<file path="src/rtl/hough_line_accumulator_core_macros.svh">
// Assertion macros shared by the accumulator RTL.
// Each macro expects signals named clock and reset in the enclosing module.
`ifndef HOUGH_LINE_ACCUMULATOR_CORE_MACROS_SVH
`define HOUGH_LINE_ACCUMULATOR_CORE_MACROS_SVH

// The consequent must hold in the same cycle as the antecedent.
`define HLA_ASSERT_IMPLY(label, ante, cons, msg) \
   label: assert property (@(posedge clock) disable iff (reset) (ante) |-> (cons)) \
      else $error(msg);

// The expression must never be true outside reset.
`define HLA_ASSERT_NEVER(label, expr, msg) \
   label: assert property (@(posedge clock) disable iff (reset) !(expr)) \
      else $error(msg);

`endif

</file>
<file path="src/rtl/hla_pkg.sv">
package hla_pkg;

   // Default sizes of the stores.
   localparam int DEF_MAX_ANGLES   = 256;
   localparam int DEF_MAX_RHO_BINS = 1024;
   localparam int DEF_COUNT_BITS   = 16;

   // Pixels at or beyond this column or row are ignored.
   localparam int IMAGE_SIDE = 512;

   // Q1.14 arithmetic.
   localparam int Q_FRAC_BITS = 14;
   localparam int Q_HALF      = 8192;
   localparam int PROD_BITS   = 26;
   // Wide enough for both products plus the largest offset (up to 4096 bins).
   localparam int SUM_BITS    = 28;
   localparam int BIN_BITS    = SUM_BITS - 1 - Q_FRAC_BITS;
   localparam logic signed [SUM_BITS-1:0] Q_ONE_NEG = SUM_BITS'(-16384);

   // Field widths of the result word.
   localparam int COUNT_OUT_BITS = 16;
   localparam int DROP_BITS      = 9;

   // Table memory holds cosine in the upper half and sine in the lower half.
   localparam int TABLE_WIDTH = 32;

   // Register file.
   localparam int PADDR_BITS = 3;
   localparam logic REG_ANGLES   = 1'b0;
   localparam logic REG_RHO_BINS = 1'b1;
   localparam logic [8:0]  ANGLES_RESET   = 9'd180;
   localparam logic [10:0] RHO_BINS_RESET = 11'd1024;

   // Command codes of the request word.
   localparam logic [1:0] CMD_LOAD  = 2'd0;
   localparam logic [1:0] CMD_VOTE  = 2'd1;
   localparam logic [1:0] CMD_READ  = 2'd2;
   localparam logic [1:0] CMD_CLEAR = 2'd3;

   typedef struct packed {
      logic [1:0]         cmd;
      logic [7:0]         angle_index;
      logic signed [15:0] cos_value;
      logic signed [15:0] sin_value;
      logic [8:0]         col;
      logic [8:0]         row;
      logic               lit;
      logic [9:0]         rho_index;
   } req_type;

   typedef struct packed {
      logic [COUNT_OUT_BITS-1:0] count;
      logic [DROP_BITS-1:0]      dropped_votes;
   } rsp_type;

   typedef enum logic [2:0] {
      ST_INIT,
      ST_IDLE,
      ST_CLEAR,
      ST_VOTE,
      ST_READ,
      ST_READ_WAIT,
      ST_FINISH
   } state_type;

   // Commands from the controller to the datapath.
   typedef struct packed {
      logic capture;
      logic load_table;
      logic issue;
      logic rd_issue;
      logic rd_capture;
      logic sweep_step;
      logic result_load;
   } ctrl_cmd_type;

   // Status from the datapath to the controller.
   typedef struct packed {
      logic angles_left;
      logic pipe_busy;
      logic sweep_last;
      logic out_free;
   } ctrl_stat_type;

endpackage

</file>
<file path="src/rtl/hla_ctrl.sv">
module hla_ctrl (
   input  logic                   clock,
   input  logic                   reset,
   input  logic                   req_valid,
   input  logic [1:0]             req_cmd,
   output logic                   req_ready,
   input  hla_pkg::ctrl_stat_type ctrl_stat,
   output hla_pkg::ctrl_cmd_type  ctrl_cmd
);

   hla_pkg::state_type state_ff;
   hla_pkg::state_type state_in;
   logic               accept;

   assign req_ready = (state_ff == hla_pkg::ST_IDLE);
   assign accept    = req_valid && req_ready;

   // Next state.
   always_comb begin
      state_in = state_ff;
      case (state_ff)
         hla_pkg::ST_INIT: begin
            if (ctrl_stat.sweep_last) begin
               state_in = hla_pkg::ST_IDLE;
            end
         end
         hla_pkg::ST_IDLE: begin
            if (accept) begin
               case (req_cmd)
                  hla_pkg::CMD_LOAD:  state_in = hla_pkg::ST_FINISH;
                  hla_pkg::CMD_VOTE:  state_in = hla_pkg::ST_VOTE;
                  hla_pkg::CMD_READ:  state_in = hla_pkg::ST_READ;
                  hla_pkg::CMD_CLEAR: state_in = hla_pkg::ST_CLEAR;
                  default:            state_in = hla_pkg::ST_FINISH;
               endcase
            end
         end
         hla_pkg::ST_CLEAR: begin
            if (ctrl_stat.sweep_last) begin
               state_in = hla_pkg::ST_FINISH;
            end
         end
         hla_pkg::ST_VOTE: begin
            if (!ctrl_stat.angles_left && !ctrl_stat.pipe_busy) begin
               state_in = hla_pkg::ST_FINISH;
            end
         end
         hla_pkg::ST_READ:      state_in = hla_pkg::ST_READ_WAIT;
         hla_pkg::ST_READ_WAIT: state_in = hla_pkg::ST_FINISH;
         hla_pkg::ST_FINISH: begin
            if (ctrl_stat.out_free) begin
               state_in = hla_pkg::ST_IDLE;
            end
         end
         default: state_in = hla_pkg::ST_INIT;
      endcase
   end

   // Commands to the datapath.
   always_comb begin
      ctrl_cmd             = '0;
      ctrl_cmd.capture     = accept;
      ctrl_cmd.load_table  = accept && (req_cmd == hla_pkg::CMD_LOAD);
      case (state_ff)
         hla_pkg::ST_INIT:      ctrl_cmd.sweep_step  = 1'b1;
         hla_pkg::ST_CLEAR:     ctrl_cmd.sweep_step  = 1'b1;
         hla_pkg::ST_VOTE:      ctrl_cmd.issue       = ctrl_stat.angles_left;
         hla_pkg::ST_READ:      ctrl_cmd.rd_issue    = 1'b1;
         hla_pkg::ST_READ_WAIT: ctrl_cmd.rd_capture  = 1'b1;
         hla_pkg::ST_FINISH:    ctrl_cmd.result_load = ctrl_stat.out_free;
         default:               ctrl_cmd.sweep_step  = 1'b0;
      endcase
   end

   always_ff @(posedge clock) begin
      if (reset) begin
         state_ff <= hla_pkg::ST_INIT;
      end else begin
         state_ff <= state_in;
      end
   end

endmodule

</file>
<file path="config.mk">
export PLATFORM = sky130hd
export DESIGN_NAME = hla_ctrl
export DESIGN_NICKNAME = d
export VERILOG_FILES = /design/src/rtl/hough_line_accumulator_core_macros.svh /design/src/rtl/hla_pkg.sv /design/src/rtl/hla_ctrl.sv
export SDC_FILE = /design/constraint.sdc
export NUM_CORES = 1
export LEC_CHECK = 0
export BUFFER_PORTS_ARGS = -buffer_cell sky130_fd_sc_hd__buf_4
export CORE_AREA = 2 2 39 41
export CTS_CLUSTER_SIZE = 28
export DETAILED_ROUTE_END_ITERATION = 7
export DIE_AREA = 0 0 41 43
export MAX_ROUTING_LAYER = met4
export SLEW_MARGIN = 15
export SYNTH_ARGS = -nofsm -noshare
export SYNTH_HDL_FRONTEND = slang
export SYNTH_SLANG_ARGS = --single-unit
</file>
<file path="constraint.sdc">
create_clock -name clock -period 1.7 [get_ports clock]
set_clock_uncertainty 0.1 [all_clocks]
set_input_delay 0.51 -clock clock [delete_from_list [all_inputs] [get_ports clock]]
set_output_delay 0.51 -clock clock [all_outputs]
set_load 0.02 [all_outputs]
</file>
# Yosys cells after proc, flatten, opt, wreduce, memory -nomap -nowiden
# Cells that the tools add are included.
# classes
mux	12
n_reduce_logical	9
eq_ne	14
# ops
operator	count
$pmux W3 S7	1
$mux W3	5
$pmux W3 S4	1
$eq A3 B3 Y1 const B	3
$ne A2 B2 Y1 const B	4
$eq A3 B2 Y1 const B	2
$mux W1	5
$reduce_and A5 Y1	1
$eq A2 B2 Y1 const B	2
$eq A3 B1 Y1 const B	1
$logic_and A1 B1 Y1	3
$logic_not A3 Y1	1
$eq A2 B1 Y1 const B	1
$logic_not A1 Y1	2
$logic_not A2 Y1	1
$ne A2 B1 Y1 const B	1
$reduce_or A2 Y1	1
# word_totals
wordCells	36
register_bits	3
in_bits	9

# Depth between registers and ports, before layout
# Gate-level depths: netlist of run 1.
# depth
ltp_word	4
ltp_mapped	4
mapped_depth_nobuf	3

# Worst setup path before layout of run 1
# No wires, ideal clock.
# synth_timing
kind	reg-to-output
startpoint	register state_ff[1]
endpoint	output port ctrl_cmd[5] (netlist bit)
path_buffers	1
arrival_time_ps	1510
path_slack_ps	-420
stages_incl_launch_ff	5
path_cell_list	dfxtp_1 > buf_4 > nor3b_2 > and2_1 > nor3b_1
# synth_rtl
item	line	source
start: declaration	hla_ctrl.sv:11	hla_pkg::state_type state_ff;
start signal: assignment	hla_ctrl.sv:77	state_ff <= hla_pkg::ST_INIT;
start signal: assignment	hla_ctrl.sv:79	state_ff <= state_in;
end: declaration	hla_ctrl.sv:8	output hla_pkg::ctrl_cmd_type ctrl_cmd

==> reports/metrics.yaml, run 1 <==
run_status:
  status: "finished, violations left"
  failed_checks: "setup timing"
synth:
  yosys.area_share.adder_pct: 0
  synthesis.area_sq_um: 294
  synth_top_family_by_area: "compound AO/OA/AOI/OAI gates"
  synth_mux_area_share_pct: 0
  synth.area.top_cells: "dfxtp_1, o311ai_4, a21oi_1"
  avgSynthCellArea_sq_um: 8.17
  synth_top_flop_cell: "dfxtp_1"
  synth_compound_area_share_pct: 34.9
  ys_seq_elements: 3
  synth_top_area_share_pct: 20.4
  yosysWarnings: 0
  ys_top_cells_by_count: "a21oi_1, dfxtp_1, inv_1"
  synth_cells: 36
  synth_edf_count: 0
  ys_async_sr_fraction_pct: 0
  yosysTopAreaCell: "dfxtp_1"
  netlist-cell-type-count: 26
  ys_seq_area_share_pct: 20.4
  synth_xor_area_share_pct: 0
  syn_nets: 45
  synth_simple_gate_area_share_pct: 32.8
die:
  die_w_um: 41
  die_height_um: 43
  die_area_sq_um: 1760
  num_rows: 14
  ioPinCount: 17
  coreArea_sq_um: 1380
  start_util_pct: 21.2
worst_setup_path:
  cpMaxStageDelayCell: "dfxtp_2"
  slowest_delay_ns: 0.34
  cp_data_required_time_ns: 1.09
  cp-end-kind: "output port"
  worst_setup_path_start_kind: "flip-flop"
  critPathMaxFanout: 5
  cp_num_buf_inv: 1
  cp_common_cell: "nor3b_4"
  path_class: "flip-flop to output port"
  worstPathCellList: "nor3b_4, and2_4, nor3b_4, buf_6"
  critPathArrivalTime_ns: 1.23
  cpLargestDelayFamily: "simple AND/OR/NAND/NOR gates"
global_routing:
  grt_use_total_pct: 10.5
  grt_max_degree: 12
  grt_overflow_total: 0
  antenna_found_initial: 0
  first_global_vias: 294
  grt_first_pass_wirelength_mm: 1.19
sta:
  setup_slack_ns: -0.145
  maxSlewHeadroom_pct: 74.4
  fmax_ghz: 0.542
  hold_viol: 0
  period_share_pct: 109
  slew_violations: 0
  setup_violations: 7
  max_slew.worst_pin.slew_ns: 0.375
  rsz0062_at_grt: "yes"
  fin_setup_tns_ns: -0.467
  finalCriticalPeriod_ns: 1.84
pwr:
  clock_power_share_pct: 15.4
  switchingPower_mw: 0.335
  ir_drop_mv: 0.577
  powerDensity_nw_per_um2: 1570
  switching_share_pct: 40.4
  power.internal_mw: 0.495
  p_leak_nw: 0.246
  combPwrFrac_pct: 67.2
  seqPwrFrac_pct: 17.4
  power_mw: 0.829
routing:
  wl_per_cell_um: 9.39
  vias: 353
  routed_wl_um: 723
  initialDrtViolationCount: 6
  final_antenna_net_count: 0
  drc: 0
  dr.pass1.iters: 2
  vias_per_cell: 4.58
layout:
  area_growth_pct: 79.6
  largest_register: "state_ff"
  final_cells: 77
  drive_above_1_share_pct: 59.0
  seq_area_sq_um: 63.8
  multi_input_area_sq_um: 219
  reg_top3: "state_ff x3"
  antenna_cells: 0
  fill_cells: 162
  nets: 71
  largest_reg_flops: 3
clock_tree:
  numCtsBuffers: 3
  clkSlewWorstSetupHoldPaths_ns: 0.04
  clk_latency_ns: 0.23
  cts_hold_buffers: 0
  cts_max_level: 1
  clock_path_buffers: 2
  cts_tree: "built"
  root_buffer: "clkbuf_4"
  cts_sinks: 3
placement:
  portBuffers: 16
  pre_cts_slack_ns: 0.0359
  post-dp-hpwl_um: 575
  placedCellCount: 72
  place.gp.congestion: 0.722
min_path:
  hp-class: "primary input to flip-flop"
job:
  cap_violations: 0
[worst reg2reg max path, cell delays in order, from the launching register on]
cell      delay [ns]
dfxtp_2         0.34
buf_4           0.16
inv_1           0.05
buf_4           0.15
o311ai_4        0.31
a311oi_1        0.14
[layer usage]
layer	track usage (%)	up-vias	wire length (um)
met2	12.8	13	331
met3	7.85	0	59
met4	2.00	0	0
met1	13.7	155	332
met5	-	-	0
li1	-	185	-
[final timing paths]
path                                 start                  endpoint  slack (ns)  cells after the start
setup / recovery  state_ff[2]$_SDFFE_PP0P_               ctrl_cmd[5]       -0.14                      4
setup reg to reg  state_ff[1]$_SDFFE_PP0P_  state_ff[1]$_SDFFE_PP0P_        0.30                      5
hold reg to reg   state_ff[2]$_SDFFE_PP0P_  state_ff[0]$_SDFFE_PP0P_        0.60                      3
hold / removal                       reset  state_ff[1]$_SDFFE_PP0P_        0.36                      2
[cell usage in the layout, fill, tap and decap left out]
cell type,synthesis,routed
a21oi_1,3,3
buf_4,2,23
a311oi_1,1,1
or3_1,1,1
nand2b_1,1,1
o21bai_1,1,1
nor3_1,2,2
o2bb2ai_1,1,1
a2111oi_0,1,1
or3b_1,1,1
o2111a_1,1,1
o311ai_0,1,1
inv_1,3,3
nand2_1,1,1
a22oi_1,1,1
buf_6,0,1
nor2_1,2,2
clkbuf_1,0,1
nor3b_4,0,2
and2_4,0,1
and3_1,2,2
nor2b_1,1,1
clkbuf_4,0,3
o311ai_4,1,1
and2b_2,1,1
inv_2,1,1
dfxtp_2,0,3
[area by class of cell]
cell class	instances	area share (%)
Multi-Input combinational cell	26	41.5
Timing Repair Buffer	24	34.8
Sequential cell	3	12.1
Clock buffer	4	4.98
Tap cell	16	3.79
Inverter	4	2.84
[kinds of logic after synthesis]
group                  Yosys count
buffers and inverters            7
flip-flops                       3
AO/OA/AOI/OAI                   11
AND/OR/NAND/NOR                 15
[power groups by stage]
stage / clock network (mW) / logic (mW) / registers, mW
global route: 0.143 / 0.611 / 0.150
finish: 0.128 / 0.557 / 0.144
CTS: 0.133 / 0.565 / 0.145
floorplan: 0 / 0.340 / 0.130
detailed placement: 0 / 0.542 / 0.138
global placement: 0 / 0.542 / 0.138
[metrics by stage]
step | utilization (%) | hold slack [ns] | area [sq um]
floorplan | - | 0.482 | 312
global placement | 35.0 | 0.608 | 484
detailed placement | 35.0 | 0.609 | 484
CTS | 38.2 | 0.358 | 528
global route | 38.2 | 0.354 | 528
finish | 38.2 | 0.362 | 528
[repair_timing]
item	4_1_cts	5_1_grt
resized for setup	5	0
endpoints found under the setup margin	6	7
hold endpoints to repair	0	0
setup buffers	1	0
pin swaps	2	0
(Power assumes the default switching activity.)
==> inputs of run 2 (changes only) <==
Settings changed: CORE_AREA 2 2 39 41 to 4 4 41 43, DIE_AREA 0 0 41 43 to 0 0 45 47, PLACE_DENSITY set to 0.52, RECOVER_POWER set to 50.
==> reports/metrics.yaml, run 2 (synthesized netlist as in run 1, its figures left out) <==
run_status:
  status: "finished, violations left"
  failed_checks: "setup timing"
worst_setup_path:
  worstPathCellList: "nor3b_4, and2_4, nor3b_4, buf_6"
  cp_common_cell: "nor3b_4"
  slowest_delay_ns: 0.35
  path_class: "flip-flop to output port"
  worst_setup_path_start_kind: "flip-flop"
  critPathMaxFanout: 4
  cp-end-kind: "output port"
  cpMaxStageDelayCell: "dfxtp_4"
  critPathArrivalTime_ns: 1.24
  cp_data_required_time_ns: 1.09
routing:
  dr.pass1.iters: 2
  initialDrtViolationCount: 3
  vias_per_cell: 4.57
  final_antenna_net_count: 0
  vias: 352
  drc: 0
  wl_per_cell_um: 11.1
  routed_wl_um: 851
global_routing:
  grt_overflow_total: 0
  grt_max_degree: 12
  first_global_vias: 319
  antenna_found_initial: 0
  grt_first_pass_wirelength_mm: 1.35
  grt_use_total_pct: 8.97
layout:
  drive_above_1_share_pct: 66.1
  area_growth_pct: 93.2
  finish.utilization_pct: 43.7
  final_common_cell: "buf_4"
  antenna_cells: 0
  nets: 72
  fill_cells: 145
  reg_top3: "state_ff x3"
  largest_reg_flops: 3
  largest_register: "state_ff"
  final_cell_mix: "buf_4, buf_6, inv_1, a21oi_1, clkbuf_4"
placement:
  post-dp-hpwl_um: 646
  pre_cts_slack_ns: 0.0327
  portBuffers: 16
  place.gp.congestion: 0.722
die:
  num_rows: 13
  die_height_um: 47
  ioPinCount: 17
  coreArea_sq_um: 1300
  start_util_pct: 22.6
  die_w_um: 45
  die_area_sq_um: 2120
pwr:
  p_leak_nw: 0.256
  power_mw: 0.904
  powerDensity_nw_per_um2: 1590
  ir_drop_mv: 0.681
job:
  cap_violations: 0
clock_tree:
  cts_hold_buffers: 0
  clkSlewWorstSetupHoldPaths_ns: 0.04
  cts_tree: "built"
  clock_path_buffers: 2
  numCtsBuffers: 3
  root_buffer: "clkbuf_4"
  clk_latency_ns: 0.23
  cts_max_level: 1
  cts_sinks: 3
sta:
  setup_violations: 3
  setup_slack_ns: -0.147
  whs_ns: 0.353
  max_slew.worst_pin.slew_ns: 0.443
  finalCriticalPeriod_ns: 1.85
  period_share_pct: 109
  hold_viol: 0
  rsz0062_at_grt: "yes"
  slew_violations: 0
  fmax_ghz: 0.541
  maxSlewHeadroom_pct: 70.0
min_path:
  hp-class: "primary input to flip-flop"
==> run 2: cell count changes in the layout (fill, tap and decap cells not counted), sizes merged <==
| cell | previous run | this run |
|---|---|---|
| buf | 24 | 25 |
==> run 2: per-stage QoR <==
step,std cells,cell area [sq um],setup TNS [ns]
detailed placement,69,468,0
CTS,76,556,-0.249
global placement,69,468,0
global route,77,568,-0.476
finish,77,568,-0.301
floorplan,36,312,-0.0966
==> run 2: power breakdown <==
group	internal, mW	leakage (nW)	switching [mW]
Clock	0.0880	0.0150	0.0372
Sequential	0.113	0.0261	0.0362
Combinational	0.342	0.215	0.287
Total	0.543	0.256	0.361
==> run 2: what timing repair did <==
item	CTS	global route
pin swaps	5	3
buffers inserted	3	2
gates resized for setup	12	6
endpoints found under the setup margin	6	6
hold endpoints to repair	0	0
==> run 2: path summary, 6_finish.rpt <==
| path | startpoint | slack (ns) | end | depth (start not counted) |
|---|---|---|---|---|
| setup / recovery | state_ff[2]$_SDFFE_PP0P_ | -0.15 | ctrl_cmd[5] | 4 |
| hold / removal | reset | 0.35 | state_ff[1]$_SDFFE_PP0P_ | 2 |
| setup reg to reg | state_ff[1]$_SDFFE_PP0P_ | 0.17 | state_ff[2]$_SDFFE_PP0P_ | 5 |
| hold reg to reg | state_ff[2]$_SDFFE_PP0P_ | 0.59 | state_ff[0]$_SDFFE_PP0P_ | 3 |
==> run 2: worst max-delay path, delay by kind of cell, from the launching register on <==
family	cells	cell delay [ns]
flops	1	0.35
simple gates	3	0.51
buf+inv	1	0.14
==> run 2: cell type report <==
| type | instances | area, sq um | share of cell area [%] |
|---|---|---|---|
| clock buffers | 4 | 26.3 | 4.63 |
| inverters | 4 | 17.5 | 3.08 |
| multi-input cells | 26 | 229 | 40.3 |
| flip-flops and latches | 3 | 66.3 | 11.7 |
| well taps | 15 | 18.8 | 3.30 |
| repair buffers | 25 | 210 | 37.0 |
==> run 2: per-layer routing <==
layer / GRT usage, % / part of all wire (%)
met1: 12.3 / 47
met2: 13.3 / 47
met3: 2.30 / 6.1
met4: 1.75 / 0
met5: - / 0
